<file path="config.mk">
export PLATFORM = sky130hd
export DESIGN_NAME = touchpad_tap_hold_gesture_unit
export DESIGN_NICKNAME = d
export VERILOG_FILES = /design/src/sv/ttg_pkg.sv /design/src/sv/ttg_step.sv /design/src/sv/touchpad_tap_hold_gesture_unit.sv
export SDC_FILE = /design/constraint.sdc
export NUM_CORES = 1
export LEC_CHECK = 0
export BUFFER_PORTS_ARGS = -buffer_cell sky130_fd_sc_hd__buf_2
export CAP_MARGIN = 5
export CORE_MARGIN = 8
export CORE_UTILIZATION = 31
export CTS_BUF_LIST = sky130_fd_sc_hd__clkbuf_4 sky130_fd_sc_hd__clkbuf_8
export DETAILED_ROUTE_END_ITERATION = 12
export PLACE_DENSITY = 0.59
export SLEW_MARGIN = 30
export SYNTH_ARGS = -nofsm -noshare
export SYNTH_HDL_FRONTEND = slang
export SYNTH_SLANG_ARGS = --single-unit
</file>
<file path="constraint.sdc">
create_clock -name clock -period 9.7 [get_ports clock]
set_clock_uncertainty 0.05 [all_clocks]
set_input_delay 0.485 -clock clock [delete_from_list [all_inputs] [get_ports clock]]
set_output_delay 0.485 -clock clock [all_outputs]
set_load 0.01 [all_outputs]
</file>
<file path="src/sv/ttg_pkg.sv">
package ttg_pkg;

   // Finger slots carried by one report
   localparam int TIP_W = 5;

   typedef struct packed {
      logic [TIP_W-1:0] tip_mask;
      logic [31:0]      now_ms;
   } req_type;

   typedef struct packed {
      logic       button_down;
      logic       hold_active;
      logic [2:0] gesture_state;
   } rsp_type;

   typedef logic [2:0] phase_type;

   localparam phase_type PH_IDLE  = 3'd0;
   localparam phase_type PH_PMOVE = 3'd1;
   localparam phase_type PH_MOVE  = 3'd2;
   localparam phase_type PH_PHOLD = 3'd3;
   localparam phase_type PH_HOLD  = 3'd4;
   localparam phase_type PH_ABORT = 3'd5;

   localparam logic [3:0] FINGER_NONE = 4'hF;

   // Register indexes (byte address = 4 * index)
   localparam logic [1:0] REG_MOVE_DELAY = 2'd0;
   localparam logic [1:0] REG_TAP_WINDOW = 2'd1;
   localparam logic [1:0] REG_KEEP_HOLD  = 2'd2;

   localparam logic [15:0] MOVE_DELAY_RST = 16'd100;
   localparam logic [15:0] TAP_WINDOW_RST = 16'd250;
   localparam logic        KEEP_HOLD_RST  = 1'b1;

   typedef struct packed {
      logic [15:0] move_delay_ms;
      logic [15:0] tap_window_ms;
      logic        keep_hold;
   } cfg_type;

   typedef struct packed {
      phase_type   phase;
      logic [3:0]  first_finger;
      logic [31:0] phase_start_ms;
      logic [2:0]  prev_count;
   } gst_type;

endpackage

</file>
<file path="src/sv/ttg_step.sv">
module ttg_step #(
   parameter int ScanSlots = 5
) (
   input  ttg_pkg::cfg_type cfg,
   input  ttg_pkg::gst_type gst_cur,
   input  ttg_pkg::req_type req,
   output ttg_pkg::gst_type gst_nxt,
   output ttg_pkg::rsp_type rsp
);

   ttg_pkg::phase_type ph;
   logic [3:0]  ff;
   logic        restart;
   logic [2:0]  cnt;
   logic        button;
   logic [31:0] start_scan;
   logic [31:0] start_nxt;
   logic [31:0] elapsed;

   always_comb begin
      ph      = gst_cur.phase;
      ff      = gst_cur.first_finger;
      restart = 1'b0;
      cnt     = '0;
      button  = 1'b0;

      // Scan the slots in index order
      for (int i = 0; i < ScanSlots; i++) begin
         if (req.tip_mask[i]) begin
            cnt = cnt + 3'd1;
            if (ff == ttg_pkg::FINGER_NONE) begin
               ff      = 4'(i);
               ph      = ttg_pkg::PH_PMOVE;
               restart = 1'b1;
            end
         end else if (!(cfg.keep_hold && ph == ttg_pkg::PH_HOLD) && ff == 4'(i)) begin
            ff = ttg_pkg::FINGER_NONE;
            ph = ttg_pkg::PH_ABORT;
         end
      end

      start_scan = restart ? req.now_ms : gst_cur.phase_start_ms;
      start_nxt  = start_scan;
      elapsed    = req.now_ms - start_scan;

      if (!(cfg.keep_hold && ph == ttg_pkg::PH_HOLD) && cnt == 3'd0) begin
         ph = ttg_pkg::PH_IDLE;
         ff = ttg_pkg::FINGER_NONE;
      end

      unique case (ph)
         ttg_pkg::PH_PMOVE: begin
            if (cnt != 3'd1) begin
               ph = ttg_pkg::PH_ABORT;
            end else if (elapsed > {16'd0, cfg.move_delay_ms}) begin
               ph = ttg_pkg::PH_MOVE;
            end
         end
         ttg_pkg::PH_MOVE: begin
            if (cnt == 3'd2) begin
               ph        = ttg_pkg::PH_PHOLD;
               start_nxt = req.now_ms;
            end
         end
         ttg_pkg::PH_PHOLD: begin
            if (cnt == 3'd1) begin
               ph     = ttg_pkg::PH_HOLD;
               button = 1'b1;
            end else if (elapsed > {16'd0, cfg.tap_window_ms}) begin
               ph = ttg_pkg::PH_ABORT;
            end
         end
         ttg_pkg::PH_HOLD: begin
            if (cnt == 3'd1 && gst_cur.prev_count > 3'd1) begin
               ph = ttg_pkg::PH_MOVE;
            end
            button = 1'b1;
         end
         default: begin
         end
      endcase
   end

   assign gst_nxt.phase          = ph;
   assign gst_nxt.first_finger   = ff;
   assign gst_nxt.phase_start_ms = start_nxt;
   assign gst_nxt.prev_count     = cnt;

   assign rsp.button_down   = button;
   assign rsp.hold_active   = (ph == ttg_pkg::PH_HOLD);
   assign rsp.gesture_state = ph;

endmodule

</file>
<file path="src/sv/touchpad_tap_hold_gesture_unit.sv">
// A report beat passes the input register, then the result register (two registers).
// Throughput: one report per cycle while the result side takes beats; the gesture update is one
// combinational pass between the input register and the result register, with the gesture state
// written as the beat moves. Stalls on the result side hold the result register; the input register
// keeps taking a beat whenever its content moves on in the same cycle.
// Reset (synchronous, active high): clears both valids, returns the gesture to idle with no
// first finger, and loads the registers with 100 ms, 250 ms and hold lock on.
module touchpad_tap_hold_gesture_unit #(
   parameter int FINGER_SLOTS = 5
) (
   input  logic             clock,
   input  logic             reset,
   input  logic             req_valid,
   output logic             req_ready,
   input  ttg_pkg::req_type req_data,
   output logic             rsp_valid,
   input  logic             rsp_ready,
   output ttg_pkg::rsp_type rsp_data,
   input  logic             psel,
   input  logic             penable,
   input  logic             pwrite,
   input  logic [3:0]       paddr,
   input  logic [31:0]      pwdata,
   output logic [31:0]      prdata,
   output logic             pready
);

   // Slots beyond the report's mask width never touch, so scan at most that many
   localparam int ScanSlots = (FINGER_SLOTS < ttg_pkg::TIP_W) ? FINGER_SLOTS : ttg_pkg::TIP_W;

   ttg_pkg::cfg_type cfg_ff;
   ttg_pkg::gst_type gst_ff;
   ttg_pkg::gst_type gst_in;
   ttg_pkg::req_type req_data_ff;
   ttg_pkg::rsp_type rsp_data_ff;
   ttg_pkg::rsp_type rsp_in;
   logic             req_valid_ff;
   logic             rsp_valid_ff;
   logic             advance;
   logic             csr_write;
   logic [1:0]       csr_index;

   // ---------------------------------------------------------------
   // Configuration port: write on the access phase, read is combinational
   // ---------------------------------------------------------------
   assign pready    = 1'b1;
   assign csr_write = psel && penable && pwrite;
   assign csr_index = paddr[3:2];

   always_ff @(posedge clock) begin
      if (reset) begin
         cfg_ff.move_delay_ms <= ttg_pkg::MOVE_DELAY_RST;
         cfg_ff.tap_window_ms <= ttg_pkg::TAP_WINDOW_RST;
         cfg_ff.keep_hold     <= ttg_pkg::KEEP_HOLD_RST;
      end else if (csr_write) begin
         if (csr_index == ttg_pkg::REG_MOVE_DELAY) begin
            cfg_ff.move_delay_ms <= pwdata[15:0];
         end
         if (csr_index == ttg_pkg::REG_TAP_WINDOW) begin
            cfg_ff.tap_window_ms <= pwdata[15:0];
         end
         if (csr_index == ttg_pkg::REG_KEEP_HOLD) begin
            cfg_ff.keep_hold <= pwdata[0];
         end
      end
   end

   always_comb begin
      unique case (csr_index)
         ttg_pkg::REG_MOVE_DELAY: prdata = {16'd0, cfg_ff.move_delay_ms};
         ttg_pkg::REG_TAP_WINDOW: prdata = {16'd0, cfg_ff.tap_window_ms};
         ttg_pkg::REG_KEEP_HOLD:  prdata = {31'd0, cfg_ff.keep_hold};
         default:                 prdata = '0;
      endcase
   end

   // ---------------------------------------------------------------
   // Beat flow: advance moves the input register into the result register
   // and commits the gesture state in the same edge.
   // ---------------------------------------------------------------
   assign advance   = req_valid_ff && (!rsp_valid_ff || rsp_ready);
   assign req_ready = !req_valid_ff || advance;

   always_ff @(posedge clock) begin
      if (reset) begin
         req_valid_ff <= 1'b0;
      end else if (req_ready) begin
         req_valid_ff <= req_valid;
      end
   end

   // Payload only: no reset needed
   always_ff @(posedge clock) begin
      if (req_valid && req_ready) begin
         req_data_ff <= req_data;
      end
   end

   ttg_step #(
      .ScanSlots (ScanSlots)
   ) u_step (
      .cfg     (cfg_ff),
      .gst_cur (gst_ff),
      .req     (req_data_ff),
      .gst_nxt (gst_in),
      .rsp     (rsp_in)
   );

   // Gesture state: idle, no first finger, zero timestamp and count after reset
   always_ff @(posedge clock) begin
      if (reset) begin
         gst_ff.phase          <= ttg_pkg::PH_IDLE;
         gst_ff.first_finger   <= ttg_pkg::FINGER_NONE;
         gst_ff.phase_start_ms <= '0;
         gst_ff.prev_count     <= '0;
      end else if (advance) begin
         gst_ff <= gst_in;
      end
   end

   // Result register: load on advance, drop valid once the beat is taken
   always_ff @(posedge clock) begin
      if (reset) begin
         rsp_valid_ff <= 1'b0;
      end else if (advance) begin
         rsp_valid_ff <= 1'b1;
      end else if (rsp_ready) begin
         rsp_valid_ff <= 1'b0;
      end
   end

   always_ff @(posedge clock) begin
      if (advance) begin
         rsp_data_ff <= rsp_in;
      end
   end

   assign rsp_valid = rsp_valid_ff;
   assign rsp_data  = rsp_data_ff;

endmodule

</file>
**Word level (Yosys, flattened, before mapping)**

Index checks and enable logic that the tools add are counted.

- Input port bits: 80
- Output and inout bits: 40
- Word-level logic and storage cells: 143
- Bits in registers: 119

- Order comparisons: 3
- Eq/ne operators: 25
- Muxes and demuxes: 62
- Reductions and logical operators: 34
- $add $sub $neg: 5

Operators by type and width:

| kind | number |
|---|---|
| $mux 32 | 3 |
| $mux 3 | 26 |
| $gt 32x16->1 | 2 |
| $mux 4 | 16 |
| $pmux 16 s3 | 1 |
| $sub 32x32->32 | 1 |
| $eq 3x3->1 const B | 8 |
| $eq 4x4->1 const B | 5 |
| $logic_and 1x1->1 | 17 |
| $mux 1 | 14 |
| $pmux 3 s4 | 1 |
| $add 3x1->3 const B | 3 |
| $eq 3x2->1 const B | 3 |
| $eq 4x2->1 const B | 2 |
| $logic_not 1->1 | 8 |
| $eq 3x1->1 const B | 2 |
| $reduce_and 2->1 | 3 |
| $eq 4x1->1 const B | 1 |
| $eq 4x3->1 const B | 1 |
| $logic_not 4->1 | 1 |
| $gt 3x1->1 const B | 1 |
| $logic_not 3->1 | 1 |
| $ne 3x1->1 const B | 1 |
| $add 1x1->2 const B | 1 |
| 6 further kinds | 7 |

**Depth between registers and ports, before layout**

- Depth after elaboration: 39
- Mapped depth: 35
- Gate-level depth less buffers: 30

**Hierarchy**

From an unflattened synthesis, not the netlist that was laid out.

- Cell total of the unflattened synthesis: 1190
- Area total of the unflattened synthesis: 9649.3 um^2

Modules (own cells, without submodules):

| module | instances | cells an instance | sequential area each (um^2) | area an instance (um^2) |
|---|---|---|---|---|
| ttg_step | 1 | 758 | 0.0 | 4928.5 |
| touchpad_tap_hold_gesture_unit | 1 | 432 | 2802.7 | 4720.8 |

**Least setup slack after synthesis**

No wires, ideal clock.

- Path type: reg-to-reg
- Start: reg gst_ff[38] in the netlist's numbering
- End: reg rsp_data_ff (netlist bit rsp_data[2]) (data pin)
- Data arrival time: 5.894 ns
- Setup slack: 3.494 ns
- Library setup time: 0.262 ns
- Path buffers: 5
- Period minus slack after synthesis: 6.206 ns
- Required time: 9.388 ns
- Stages on the path, launching flop included: 27
- Path through: dfxtp_1 -> buf_2 -> or3_4 -> o31ai_4 -> a22oi_4 -> and3_1 -> o32ai_4 -> or3_4 -> buf_6 -> clkbuf_1 -> clkbuf_1 -> mux2i_1 -> ha_1 -> clkbuf_1 -> a21o_1 -> a21oi_1 -> nor2_1 -> or4_1 -> a41o_1 -> a31oi_1 -> o21ai_0 -> nor2_1 -> mux2i_1 -> a21o_1 -> nor4b_2 -> a21oi_2 -> or2_2

RTL lines:

| element | RTL line | text |
|---|---|---|
| start, declared | touchpad_tap_hold_gesture_unit.sv:32 | `ttg_pkg::gst_type gst_ff;` |
| start signal, assigned | touchpad_tap_hold_gesture_unit.sv:117 | `gst_ff <= gst_in;` |
| end signal, assigned | touchpad_tap_hold_gesture_unit.sv:134 | `rsp_data_ff <= rsp_in;` |
| end, declared | touchpad_tap_hold_gesture_unit.sv:35 | `ttg_pkg::rsp_type rsp_data_ff;` |

==> insert_results.sql <==
INSERT INTO impl_metrics (metric_group, metric, value, unit) VALUES
('pwr', 'irDropWorstVdd', '84.0', 'uV'),
('global_route', 'maximum_number_of_pins_on_one_net_before_global_route_repair', '62', ''),
('sta', 'aggregate_negative_setup_slack', '0', 'ps'),
('sta', 'timing.final.crit_share', '71.6', '%'),
('worst_hold_path', 'min_path_cells', '1', ''),
('logic_synthesis', 'netlist_instances', '1139', ''),
('die', 'top_level_ports', '120', ''),
('logic_synthesis', 'post_synth_fa_ha_maj_area_fraction', '8.09', '%'),
('placed_design', 'placed_cell_area', '9840', 'um2'),
('die', 'fp.dieH', '188', 'um'),
('global_route', 'grt_antenna_before_repair', '0', ''),
('worst_hold_path', 'hold_end', 'req_data_ff[2]$_DFFE_PP_', ''),
('route', 'vias_per_cell', '5.23', ''),
('pwr', 'static-leakage-power', '4.17', 'nW'),
('setup_path', 'crit_path_max_fanout', '50', ''),
('setup_path', 'r2r_worst_path_depth', '23', ''),
('setup_path', 'end_kind', 'flip-flop', ''),
('setup_path', 'worst_setup_path_start_kind', 'flip-flop', ''),
('setup_path', 'timing.rr.end', 'rsp_data[1]$_DFFE_PP_', ''),
('logic_synthesis', 'synth_edf_count', '42', ''),
('route', 'wl', '25.5', 'mm'),
('flow_run', 'maximum_capacitance_violations', '0', ''),
('final_layout', 'layout-drive-gt1-share', '12.3', '%'),
('placed_design', 'port-buffer-count', '84', ''),
('clock_tree', 'cts_hold_buf', '0', ''),
('worst_hold_path', 'type_of_the_most_critical_hold_path', 'input port to flip-flop', ''),
('sta', 'period_minus_slack', '6950', 'ps'),
('final_layout', 'commonest_non_fill_non_tap_cell_in_the_layout', 'sky130_fd_sc_hd__nand2_1', ''),
('clock_tree', 'cts-root-buf', 'sky130_fd_sc_hd__clkbuf_8', ''),
('setup_path', 'critical_path_class', 'flip-flop to flip-flop', ''),
('setup_path', 'slowest_stage', 'sky130_fd_sc_hd__dfxtp_1', ''),
('setup_path', 'count_of_buffer_and_inverter_cells_on_the_critical_path', '0', ''),
('setup_path', 'critical-path-top-cell-by-count', 'sky130_fd_sc_hd__a21oi_1', ''),
('logic_synthesis', 'netlist_area', '9180', 'um2'),
('clock_tree', 'tritoncts_num_sinks', '118', ''),
('clock_tree', 'numCtsBuffers', '17', ''),
('sta', 'maxSlewViolCount', '0', ''),
('setup_path', 'worst-r2r-setup-slack', '2750', 'ps'),
('setup_path', 'critical-path-max-stage-delay', '700', 'ps'),
('logic_synthesis', 'yosys_warnings', '0', ''),
('clock_tree', 'cts_max_path_buffers', '2', ''),
('route', 'detail_route.first_pass.iterations', '5', ''),
('clock_tree', 'tritoncts', 'done', ''),
('clock_tree', 'post_cts_setup_inserts', '0', ''),
('final_layout', 'mostFrequentLayoutCells', '133 x sky130_fd_sc_hd__nand2_1, 117 x sky130_fd_sc_hd__nor2_1, 92 x sky130_fd_sc_hd__a21oi_1, 84 x sky130_fd_sc_hd__buf_2, 76 x sky130_fd_sc_hd__dfxtp_1', ''),
('final_layout', 'antenna_diode_instance_count', '0', ''),
('logic_synthesis', 'ys_ff_latch', '118', ''),
('sta', 'timing.fmax', '144', 'MHz'),
('sta', 'setup_ws', '2750', 'ps'),
('global_route', 'grt_pass1_vias', '7879', ''),
('logic_synthesis', 'synth_simple_gate_area_share', '23.5', '%'),
('logic_synthesis', 'synth.distinct_cells', '90', ''),
('route', 'via_count', '8348', ''),
('logic_synthesis', 'main_combinational_cell_family_by_area_after_synthesis', 'simple AND/OR/NAND/NOR gates', ''),
('run_status', 'run_status', 'complete, no violations', ''),
('setup_path', 'launch_instance_of_the_worst_register_to_register_path', 'gst_ff[35]$_SDFFE_PP1P_', ''),
('logic_synthesis', 'synth_async_sr_flop_share', '0', '%'),
('logic_synthesis', 'synth_compound_gate_area_share', '21.7', '%'),
('placed_design', 'dp_slack', '2840', 'ps'),
('sta', 'timing_hold_violations_final', '0', ''),
('placed_design', 'place_congestion', '0.893', ''),
('die', 'die-width', '188', 'um'),
('clock_tree', 'clk_pin_slew', '90', 'ps'),
('route', 'drc', '0', ''),
('final_layout', 'area_growth', '11.3', '%'),
('die', 'floorplan.initialDensity', '31.2', '%'),
('die', 'dieArea', '35400', 'um2'),
('logic_synthesis', 'muxShareOfSynthArea', '8.19', '%'),
('final_layout', 'final_cell_area', '10200', 'um2'),
('die', 'placement_rows', '63', ''),
('global_route', 'global_route.overflow_total', '0', '');
[sequential cells by signal (all words and copies together) (netlist names)]
register	count
gst_ff	41
req_data_ff	37
req_valid_ff	1
rsp_valid	1
cfg_ff	33
rsp_data	5
[report_power, final]
group | switching (W) | internal [W] | total (W) | leakage (nW)
registers | 0.0000302 | 0.000542 | 0.000572 | 1.03
logic | 0.000465 | 0.000302 | 0.000767 | 2.94
clock network | 0.000231 | 0.000211 | 0.000442 | 0.199
[final cells by class]
type,instances,area (um2),share of cell area (%)
Clock buffer,18,248,2.43
Clock inverter,14,123,1.20
Inverter,54,203,1.98
Multi-Input combinational cell,912,5910,57.9
Sequential cell,118,2780,27.2
Tap cell,390,488,4.78
Timing Repair Buffer,89,458,4.48
[per-stage QoR]
stage	total power [W]	instances
final	0.00178	1595
after CTS	0.00179	1595
after global placement	0.00133	1563
after detailed placement	0.00134	1563
after global routing	0.00191	1595
after floorplan	0.00116	1154
[routing by layer]
layer / share of wire, % / track usage [%] / vias up
met2: 45 / 22.9 / 243
met5: 0 / 0 / -
met1: 48 / 18.5 / 3862
met3: 5.7 / 3.34 / 27
li1: - / - / 4216
met4: 1.4 / 4.00 / 0
[logic make-up (layout without fill, tap and decap cells)]
group | after synthesis | after routing
AND/OR/NAND/NOR | 439 | 439
AO/OA/AOI/OAI | 299 | 299
buffers and inverters | 124 | 175
flip-flops | 118 | 118
multiplexers | 75 | 75
adder cells (fa/ha/maj) | 60 | 60
XOR/XNOR | 22 | 22
other | 2 | 17
[Yosys cell counts (23+ instances only)]
library cell                 n  share of area, %
sky130_fd_sc_hd__nand3_1    27               1.5
sky130_fd_sc_hd__nand2b_1   26               1.8
sky130_fd_sc_hd__mux2i_1    74               8.1
sky130_fd_sc_hd__o21ai_0    56               3.1
sky130_fd_sc_hd__nand2_1   133               5.4
sky130_fd_sc_hd__nand4_1    23               1.6
sky130_fd_sc_hd__a21o_1     30               2.5
sky130_fd_sc_hd__edfxtp_1   42                14
sky130_fd_sc_hd__inv_1      52               2.1
sky130_fd_sc_hd__a21oi_1    92               5.0
sky130_fd_sc_hd__ha_1       57               7.8
sky130_fd_sc_hd__nor2_1    118               4.8
sky130_fd_sc_hd__dfxtp_1    76                17
sky130_fd_sc_hd__clkbuf_1   34               1.4
[worst max path at each step]
stage               slack, ps                    end
global placement         2810  rsp_data[2]$_DFFE_PP_
finish                   2750  rsp_data[1]$_DFFE_PP_
floorplan                3490  rsp_data[2]$_DFFE_PP_
global route             2050  rsp_data[2]$_DFFE_PP_
detailed placement       2840  rsp_data[2]$_DFFE_PP_
CTS                      2810  rsp_data[2]$_DFFE_PP_
Power figures use the tool's default switching activity.
